--- config.mk ---
export PLATFORM = sky130hd
export DESIGN_NAME = rtp_header_parser_flat
export DESIGN_NICKNAME = d
export VERILOG_FILES = /design/src/design/rhp_pkg.sv /design/src/design/rhp_stream_if.sv /design/src/design/rhp_capture.sv /design/src/design/rhp_check.sv /design/src/design/rtp_header_parser.sv /design/src/flat_wrapper.sv
export SDC_FILE = /design/constraint.sdc
export NUM_CORES = 1
export LEC_CHECK = 0
export BUFFER_PORTS_ARGS = -buffer_cell sky130_fd_sc_hd__buf_4
export CAP_MARGIN = 20
export CORE_UTILIZATION = 55
export DETAILED_ROUTE_END_ITERATION = 10
export MAX_ROUTING_LAYER = met4
export PLACE_DENSITY = 0.71
export SLEW_MARGIN = 20
export SYNTH_ARGS = -nofsm -noshare
export SYNTH_HDL_FRONTEND = slang
export SYNTH_HIERARCHICAL = 1
export SYNTH_SLANG_ARGS = --single-unit
--- constraint.sdc ---
create_clock -name clk -period 16.3 [get_ports clk]
set_input_delay 3.26 -clock clk [delete_from_list [all_inputs] [get_ports clk]]
set_output_delay 3.26 -clock clk [all_outputs]
set_load 0.005 [all_outputs]
--- src/design/rhp_pkg.sv ---
// ----------------------------------------------------------------------------
// RTP header parser package
// Types, status codes and constants shared by the parser modules.
// ----------------------------------------------------------------------------
package rhp_pkg;

	localparam int MAX_PACKET_BYTES_DEF = 65535;
	localparam int IDX_W   = 17;   // byte index, holds up to 65536
	localparam int SPAN_W  = 19;   // header span incl. extension body
	localparam int FIXED_HDR_BYTES = 12;
	localparam logic [1:0] RTP_VERSION = 2'd2;

	typedef enum logic [3:0] {
		ST_OK        = 4'd0,
		ST_SHORT     = 4'd1,
		ST_VERSION   = 4'd2,
		ST_CSRC      = 4'd3,
		ST_EXT_HDR   = 4'd4,
		ST_EXT_BODY  = 4'd5,
		ST_EMPTY_PAD = 4'd6,
		ST_PAD_COUNT = 4'd7,
		ST_OVERFLOW  = 4'd8
	} status_t;

	typedef struct packed {
		logic [7:0] data_byte;
		logic       end_of_packet;
	} pkt_beat_t;

	typedef struct packed {
		status_t     status;
		logic        padding_flag;
		logic        extension_flag;
		logic [3:0]  csrc_count;
		logic        marker_bit;
		logic [6:0]  payload_type;
		logic [15:0] sequence_number;
		logic [31:0] timestamp;
		logic [31:0] source_id;
		logic [15:0] payload_offset;
		logic [15:0] payload_length;
	} result_t;

	// header snapshot taken on the final byte of a packet
	typedef struct packed {
		logic [7:0]       first_byte;
		logic [7:0]       second_byte;
		logic [15:0]      seq;
		logic [31:0]      ts;
		logic [31:0]      ssrc;
		logic [15:0]      ext_words;
		logic [IDX_W-1:0] last_idx;
		logic [7:0]       last_byte;
	} snapshot_t;

endpackage

--- src/design/rhp_stream_if.sv ---
// ----------------------------------------------------------------------------
// RTP header parser stream interface
// Valid/ready channel carrying one beat of a typed payload.
// ----------------------------------------------------------------------------
interface rhp_stream_if #(
	parameter type payload_t = rhp_pkg::pkt_beat_t
);
	logic     valid;
	logic     ready;
	payload_t payload;

	modport source (output valid, output payload, input ready);
	modport sink   (input valid, input payload, output ready);
endinterface

--- src/design/rhp_capture.sv ---
// ----------------------------------------------------------------------------
// RTP header capture stage
// Byte counter and header field capture; snapshots the header on the
// final byte into the stage-1 register and clears for the next packet.
// ----------------------------------------------------------------------------
module rhp_capture #(
	parameter int MAX_PACKET_BYTES = rhp_pkg::MAX_PACKET_BYTES_DEF
) (
	input  logic                clk,
	input  logic                arst_n,
	input  logic                beat_valid,
	output logic                beat_ready,
	input  rhp_pkg::pkt_beat_t  beat,
	output logic                snap_valid,
	input  logic                snap_take,
	output rhp_pkg::snapshot_t  snap
);

	localparam int CNT_W = $clog2(MAX_PACKET_BYTES + 2);
	localparam logic [rhp_pkg::IDX_W-1:0] CNT_SAT = rhp_pkg::IDX_W'(MAX_PACKET_BYTES + 1);

	logic [CNT_W-1:0] count_q;
	logic [7:0]       fhb_q, shb_q;
	logic [15:0]      seq_q, ewc_q;
	logic [31:0]      time_q, src_q;

	logic [7:0]       fhb_n, shb_n;
	logic [15:0]      seq_n, ewc_n;
	logic [31:0]      time_n, src_n;
	logic [rhp_pkg::IDX_W-1:0] idx;
	logic [rhp_pkg::IDX_W-1:0] hl;
	logic             accept;
	logic             snap_valid_s1;
	rhp_pkg::snapshot_t snap_s1;

	assign idx        = rhp_pkg::IDX_W'(count_q);
	assign beat_ready = !snap_valid_s1 || snap_take;
	assign accept     = beat_valid && beat_ready;

	always_comb begin
		fhb_n  = (idx == 17'd0) ? beat.data_byte : fhb_q;
		shb_n  = (idx == 17'd1) ? beat.data_byte : shb_q;
		seq_n  = seq_q;
		time_n = time_q;
		src_n  = src_q;
		if (idx >= 17'd2 && idx < 17'd4) begin
			seq_n = {seq_q[7:0], beat.data_byte};
		end else if (idx >= 17'd4 && idx < 17'd8) begin
			time_n = {time_q[23:0], beat.data_byte};
		end else if (idx >= 17'd8 && idx < 17'd12) begin
			src_n = {src_q[23:0], beat.data_byte};
		end
		hl    = 17'd12 + {11'd0, fhb_n[3:0], 2'b00};
		ewc_n = ewc_q;
		if (idx == hl + 17'd2) begin
			ewc_n = {beat.data_byte, ewc_q[7:0]};
		end else if (idx == hl + 17'd3) begin
			ewc_n = {ewc_q[15:8], beat.data_byte};
		end
	end

	always_ff @(posedge clk or negedge arst_n) begin
		if (!arst_n) begin
			count_q <= '0;
			fhb_q   <= '0;
			shb_q   <= '0;
			seq_q   <= '0;
			time_q  <= '0;
			src_q   <= '0;
			ewc_q   <= '0;
		end else if (accept) begin
			if (beat.end_of_packet) begin
				count_q <= '0;
				fhb_q   <= '0;
				shb_q   <= '0;
				seq_q   <= '0;
				time_q  <= '0;
				src_q   <= '0;
				ewc_q   <= '0;
			end else begin
				if (idx < CNT_SAT) begin
					count_q <= count_q + CNT_W'(1);
				end
				fhb_q  <= fhb_n;
				shb_q  <= shb_n;
				seq_q  <= seq_n;
				time_q <= time_n;
				src_q  <= src_n;
				ewc_q  <= ewc_n;
			end
		end
	end

	always_ff @(posedge clk or negedge arst_n) begin
		if (!arst_n) begin
			snap_valid_s1 <= 1'b0;
		end else if (accept && beat.end_of_packet) begin
			snap_valid_s1 <= 1'b1;
		end else if (snap_take) begin
			snap_valid_s1 <= 1'b0;
		end
	end

	always_ff @(posedge clk) begin
		if (accept && beat.end_of_packet) begin
			snap_s1.first_byte  <= fhb_n;
			snap_s1.second_byte <= shb_n;
			snap_s1.seq         <= seq_n;
			snap_s1.ts          <= time_n;
			snap_s1.ssrc        <= src_n;
			snap_s1.ext_words   <= ewc_n;
			snap_s1.last_idx    <= idx;
			snap_s1.last_byte   <= beat.data_byte;
		end
	end

	assign snap_valid = snap_valid_s1;
	assign snap       = snap_s1;

endmodule

--- src/design/rhp_check.sv ---
// ----------------------------------------------------------------------------
// RTP header check stage
// Status evaluation, payload offset and length, and the result register.
// ----------------------------------------------------------------------------
module rhp_check #(
	parameter int MAX_PACKET_BYTES = rhp_pkg::MAX_PACKET_BYTES_DEF
) (
	input  logic               clk,
	input  logic               arst_n,
	input  logic               snap_valid,
	output logic               snap_take,
	input  rhp_pkg::snapshot_t snap,
	output logic               res_valid,
	input  logic               res_ready,
	output rhp_pkg::result_t   res
);

	localparam int SW = rhp_pkg::SPAN_W;

	logic [rhp_pkg::IDX_W-1:0] len;
	logic [SW-1:0]   len_w, hl, ext_end, hl_tot, plen, plen_fin, pad;
	logic            p_bit, x_bit, overflow, too_short;
	rhp_pkg::status_t status;
	rhp_pkg::result_t nxt;
	logic            res_valid_s2;
	rhp_pkg::result_t res_s2;

	always_comb begin
		len       = snap.last_idx + 17'd1;
		len_w     = SW'(len);
		p_bit     = snap.first_byte[5];
		x_bit     = snap.first_byte[4];
		pad       = SW'(snap.last_byte);
		overflow  = snap.last_idx >= rhp_pkg::IDX_W'(MAX_PACKET_BYTES);
		too_short = snap.last_idx < 17'(rhp_pkg::FIXED_HDR_BYTES - 1);
		hl        = SW'(rhp_pkg::FIXED_HDR_BYTES) + SW'({snap.first_byte[3:0], 2'b00});
		ext_end   = hl + SW'(4) + SW'({snap.ext_words, 2'b00});
		hl_tot    = x_bit ? ext_end : hl;
		plen      = len_w - hl_tot;
		plen_fin  = p_bit ? plen - pad : plen;

		if (overflow) begin
			status = rhp_pkg::ST_OVERFLOW;
		end else if (too_short) begin
			status = rhp_pkg::ST_SHORT;
		end else if (snap.first_byte[7:6] != rhp_pkg::RTP_VERSION) begin
			status = rhp_pkg::ST_VERSION;
		end else if (len_w < hl) begin
			status = rhp_pkg::ST_CSRC;
		end else if (x_bit && len_w < hl + SW'(4)) begin
			status = rhp_pkg::ST_EXT_HDR;
		end else if (x_bit && len_w < ext_end) begin
			status = rhp_pkg::ST_EXT_BODY;
		end else if (p_bit && plen == '0) begin
			status = rhp_pkg::ST_EMPTY_PAD;
		end else if (p_bit && (pad == '0 || pad > plen)) begin
			status = rhp_pkg::ST_PAD_COUNT;
		end else begin
			status = rhp_pkg::ST_OK;
		end

		nxt = '0;
		nxt.status = status;
		if (status != rhp_pkg::ST_SHORT) begin
			nxt.padding_flag    = p_bit;
			nxt.extension_flag  = x_bit;
			nxt.csrc_count      = snap.first_byte[3:0];
			nxt.marker_bit      = snap.second_byte[7];
			nxt.payload_type    = snap.second_byte[6:0];
			nxt.sequence_number = snap.seq;
			nxt.timestamp       = snap.ts;
			nxt.source_id       = snap.ssrc;
		end
		if (status == rhp_pkg::ST_OK) begin
			nxt.payload_offset = hl_tot[15:0];
			nxt.payload_length = plen_fin[15:0];
		end
	end

	assign snap_take = snap_valid && (!res_valid_s2 || res_ready);

	always_ff @(posedge clk or negedge arst_n) begin
		if (!arst_n) begin
			res_valid_s2 <= 1'b0;
		end else if (snap_take) begin
			res_valid_s2 <= 1'b1;
		end else if (res_ready) begin
			res_valid_s2 <= 1'b0;
		end
	end

	always_ff @(posedge clk) begin
		if (snap_take) begin
			res_s2 <= nxt;
		end
	end

	assign res_valid = res_valid_s2;
	assign res       = res_s2;

endmodule

--- src/design/rtp_header_parser.sv ---
// A result passes through the stage-1 header snapshot and then the result register.
// Throughput: one byte per cycle while no snapshot waits on a held result;
// one header result per packet. These two registers set the latency.
// Reset clears the byte counter, captured header fields and both valid flags.
// ----------------------------------------------------------------------------
// RTP header parser
// Parses the RTP fixed header byte by byte and reports status and layout.
// ----------------------------------------------------------------------------
module rtp_header_parser #(
	parameter int MAX_PACKET_BYTES = rhp_pkg::MAX_PACKET_BYTES_DEF
) (
	input  logic          clk,
	input  logic          arst_n,
	rhp_stream_if.sink    pkt,
	rhp_stream_if.source  res
);

	logic               snap_valid;
	logic               snap_take;
	rhp_pkg::snapshot_t snap;
	rhp_pkg::pkt_beat_t beat;
	rhp_pkg::result_t   result;

	assign beat.data_byte     = pkt.payload.data_byte;
	assign beat.end_of_packet = pkt.payload.end_of_packet;

	rhp_capture #(
		.MAX_PACKET_BYTES(MAX_PACKET_BYTES)
	) u_capture (
		.clk        (clk),
		.arst_n     (arst_n),
		.beat_valid (pkt.valid),
		.beat_ready (pkt.ready),
		.beat       (beat),
		.snap_valid (snap_valid),
		.snap_take  (snap_take),
		.snap       (snap)
	);

	rhp_check #(
		.MAX_PACKET_BYTES(MAX_PACKET_BYTES)
	) u_check (
		.clk        (clk),
		.arst_n     (arst_n),
		.snap_valid (snap_valid),
		.snap_take  (snap_take),
		.snap       (snap),
		.res_valid  (res.valid),
		.res_ready  (res.ready),
		.res        (result)
	);

	assign res.payload = result;

endmodule

--- src/flat_wrapper.sv ---
// flat-port wrapper written by rule: the top's interface ports become plain ports
module rtp_header_parser_flat 
#(
	parameter int MAX_PACKET_BYTES = rhp_pkg::MAX_PACKET_BYTES_DEF
)
  (clk, arst_n, pkt_valid, pkt_payload, pkt_ready, res_valid, res_payload, res_ready);
  rhp_stream_if pkt_i ();
  rhp_stream_if res_i ();
  input  logic clk;
  input  logic arst_n;
  input wire logic [$bits(pkt_i.valid)-1:0] pkt_valid;
  input wire logic [$bits(pkt_i.payload)-1:0] pkt_payload;
  output wire logic [$bits(pkt_i.ready)-1:0] pkt_ready;
  output wire logic [$bits(res_i.valid)-1:0] res_valid;
  output wire logic [$bits(res_i.payload)-1:0] res_payload;
  input wire logic [$bits(res_i.ready)-1:0] res_ready;
  assign pkt_i.valid = pkt_valid;
  assign pkt_i.payload = pkt_payload;
  assign pkt_ready = pkt_i.ready;
  assign res_valid = res_i.valid;
  assign res_payload = res_i.payload;
  assign res_i.ready = res_ready;
  rtp_header_parser #(.MAX_PACKET_BYTES(MAX_PACKET_BYTES)) u_core (.clk(clk), .arst_n(arst_n), .pkt(pkt_i), .res(res_i));
endmodule
==> flow_metrics.py <==
metrics = {
    "routing": {
        "post-route-drc-count": 0,
        "via_per_inst": 6.159,
        "wire_per_inst_um": 18.33,
        "postRouteAntennaNets": 0,
        "vias": 6331,
        "drt_iter0_drc": 495,
        "dr.pass1.iters": 5,
        "finalWirelength_mm": 18.85,
    },
    "critical_path": {
        "rr_worst_depth": 20,
        "critPathMaxFanout": 10,
        "r2r_setup_slack_ns": 10.09,
        "cp.arrival_ns": 4.45,
        "cp-start-kind": "input pin",
        "crit_type": "input pin to output port",
        "r2r-end": "u_core/u_check/res[0]$_SDFFCE_PP0P_",
        "endpoint_kind": "output port",
        "r2r_start": "u_core/u_capture/snap[129]$_DFFE_PP_",
        "cp_data_required_time_ns": 13.04,
    },
    "power": {
        "p_leak_nw": 3.636,
        "power_density_nw_per_um2": 164.6,
        "power_mw": 1.398,
        "max-vdd-ir-drop_mv": 0.1075,
    },
    "layout": {
        "design_area_um2": 8491,
        "multi_input_area_um2": 4737,
        "final_util": 0.6070,
        "diodes": 0,
        "area_growth_pct": 6.581,
        "stdcell_count": 1028,
        "fillers": 1210,
        "drive_above_1_share": 0.1014,
        "layout.nets": 928,
        "seq_area_um2": 2818,
    },
    "sta": {
        "tightestPinTransition_ns": 0.9581,
        "finalCriticalPeriod_ns": 7.709,
        "slew_violations": 0,
        "hold_viol": 0,
        "skew_ns": 0.01610,
        "max_freq_ghz": 0.1297,
        "setup_viol": 0,
        "worst_slew_margin_rel": 0.3597,
        "rsz0062_at_grt": "no",
        "setup_slack_ns": 8.591,
        "setup_tns_ns": 0,
        "fin_crit_sh": 0.4729,
        "fin_hold_ws_ns": 0.4790,
    },
    "placed_design": {
        "place_hpwl_mm": 14.44,
        "place.gp.congestion": 0.8857,
        "dp.cells": 1012,
        "place_ws_ns": 8.593,
        "dpl_cell_area_um2": 8185,
        "numPortBuffers": 23,
    },
    "clock_network": {
        "clock_latency_ns": 0.35,
        "cts_tree": "done",
        "post_cts_buffers": 0,
        "cts_resized": 0,
        "cts_sinks": 101,
        "cts_buffers": 9,
        "path_clk_slew_ns": 0.07,
        "holdBufCountCts": 0,
        "clk_path_buf_depth": 2,
        "cts-root-buf": "clkbuf_16",
        "cts-htree-levels": 3,
    },
    "synth": {
        "syn_area_per_cell_um2": 9.383,
        "yosysWarnings": 6,
        "syn-cell-area_um2": 7966,
        "syn_nets": 934,
        "syn_inst": 849,
    },
    "die": {
        "rows": 43,
        "start_util": 0.5695,
        "fp.dieArea_um2": 14970,
        "die_x_um": 122.4,
        "fp.dieH_um": 122.4,
        "pin_count": 24,
        "core_area_um2": 13990,
    },
    "global_routing": {
        "grt_usage": 0.2757,
        "grt_overflow": 0,
        "grt_pass1_vias": 6140,
        "grt_max_degree": 64,
        "grt_antenna_before_repair": 0,
        "grt_first_pass_wirelength_mm": 31.17,
    },
    "run_status": {
        "status": "finished, final reports clean",
    },
    "worst_hold_path": {
        "min_path_cells": 1,
        "hold_class": "register to register",
        "hold_path_end": "u_core/u_check/res_valid$_DFFE_PN0P_",
        "hp-start": "u_core/u_capture/snap_valid$_DFFE_PN0P_",
    },
    "job": {
        "drv_cap": 0,
    },
}
worst max-delay path: stages:
cell and delay [ns]:
buf_4 0.11, nand2b_1 0.14, and2_1 0.36, nor2b_1 0.32
inv_1 0.11, buf_4 0.15
where the power goes:
group	leakage, nW	switching, mW	internal [mW]
sequential	1.14	0.0465	0.324
combinational	2.34	0.478	0.326
clock	0.152	0.101	0.123
per-layer routing:
layer  vias up  part of all wire  wire length, um  GRT usage
met5         -                 0                0          -
met1      3064              0.46             8646     0.3587
li1       3068                 -                -          -
met3        21             0.042              794    0.02835
met4         0             0.020              374    0.09223
met2       178              0.48             9030     0.4498
flip-flops by register name, indices dropped and copies added (netlist names):
signal / cells
u_core/u_capture/fhb_q: 8
u_core/u_capture/snap_valid: 1
u_core/u_capture/count_q: 17
u_core/u_check/res_valid: 1
u_core/u_capture/snap: 49
u_core/u_capture/ewc_q: 16
u_core/u_check/res: 9
cell type report:
cell class,instances,area share
inverters,58,0.02564
flip-flops and latches,101,0.3319
clock buffers,10,0.02697
repair buffers,25,0.02210
clock inverters,6,0.008989
multi-input cells,648,0.5579
well taps,180,0.02653
cells in the final DEF, fill, tap and decap left out, drive strengths merged, types with 6 or more instances in the layout:
cell / instances
nand2: 78
ha: 69
inv: 63
nor2: 60
edfxtp: 58
dfrtp: 43
o21ai: 36
xnor2: 36
a21oi: 36
nand3: 29
buf: 25
xor2: 25
nor3: 24
a22oi: 23
mux2: 21
mux2i: 19
nand2b: 17
nand4: 14
a21o: 12
nor4: 11
nor2b: 10
clkbuf: 10
and2: 9
or3: 9
a211oi: 9
a31oi: 8
and4: 7
and3: 6
worst max path at each step:
stage / from / endpoint / slack, ns
after floorplan: res_ready / pkt_ready / 9.07
after global placement: res_ready / pkt_ready / 8.66
after detailed placement: res_ready / pkt_ready / 8.59
after CTS: res_ready / pkt_ready / 8.59
after global routing: res_ready / pkt_ready / 8.51
final: res_ready / pkt_ready / 8.59
No activity file was read; power rests on OpenSTA's default activity.
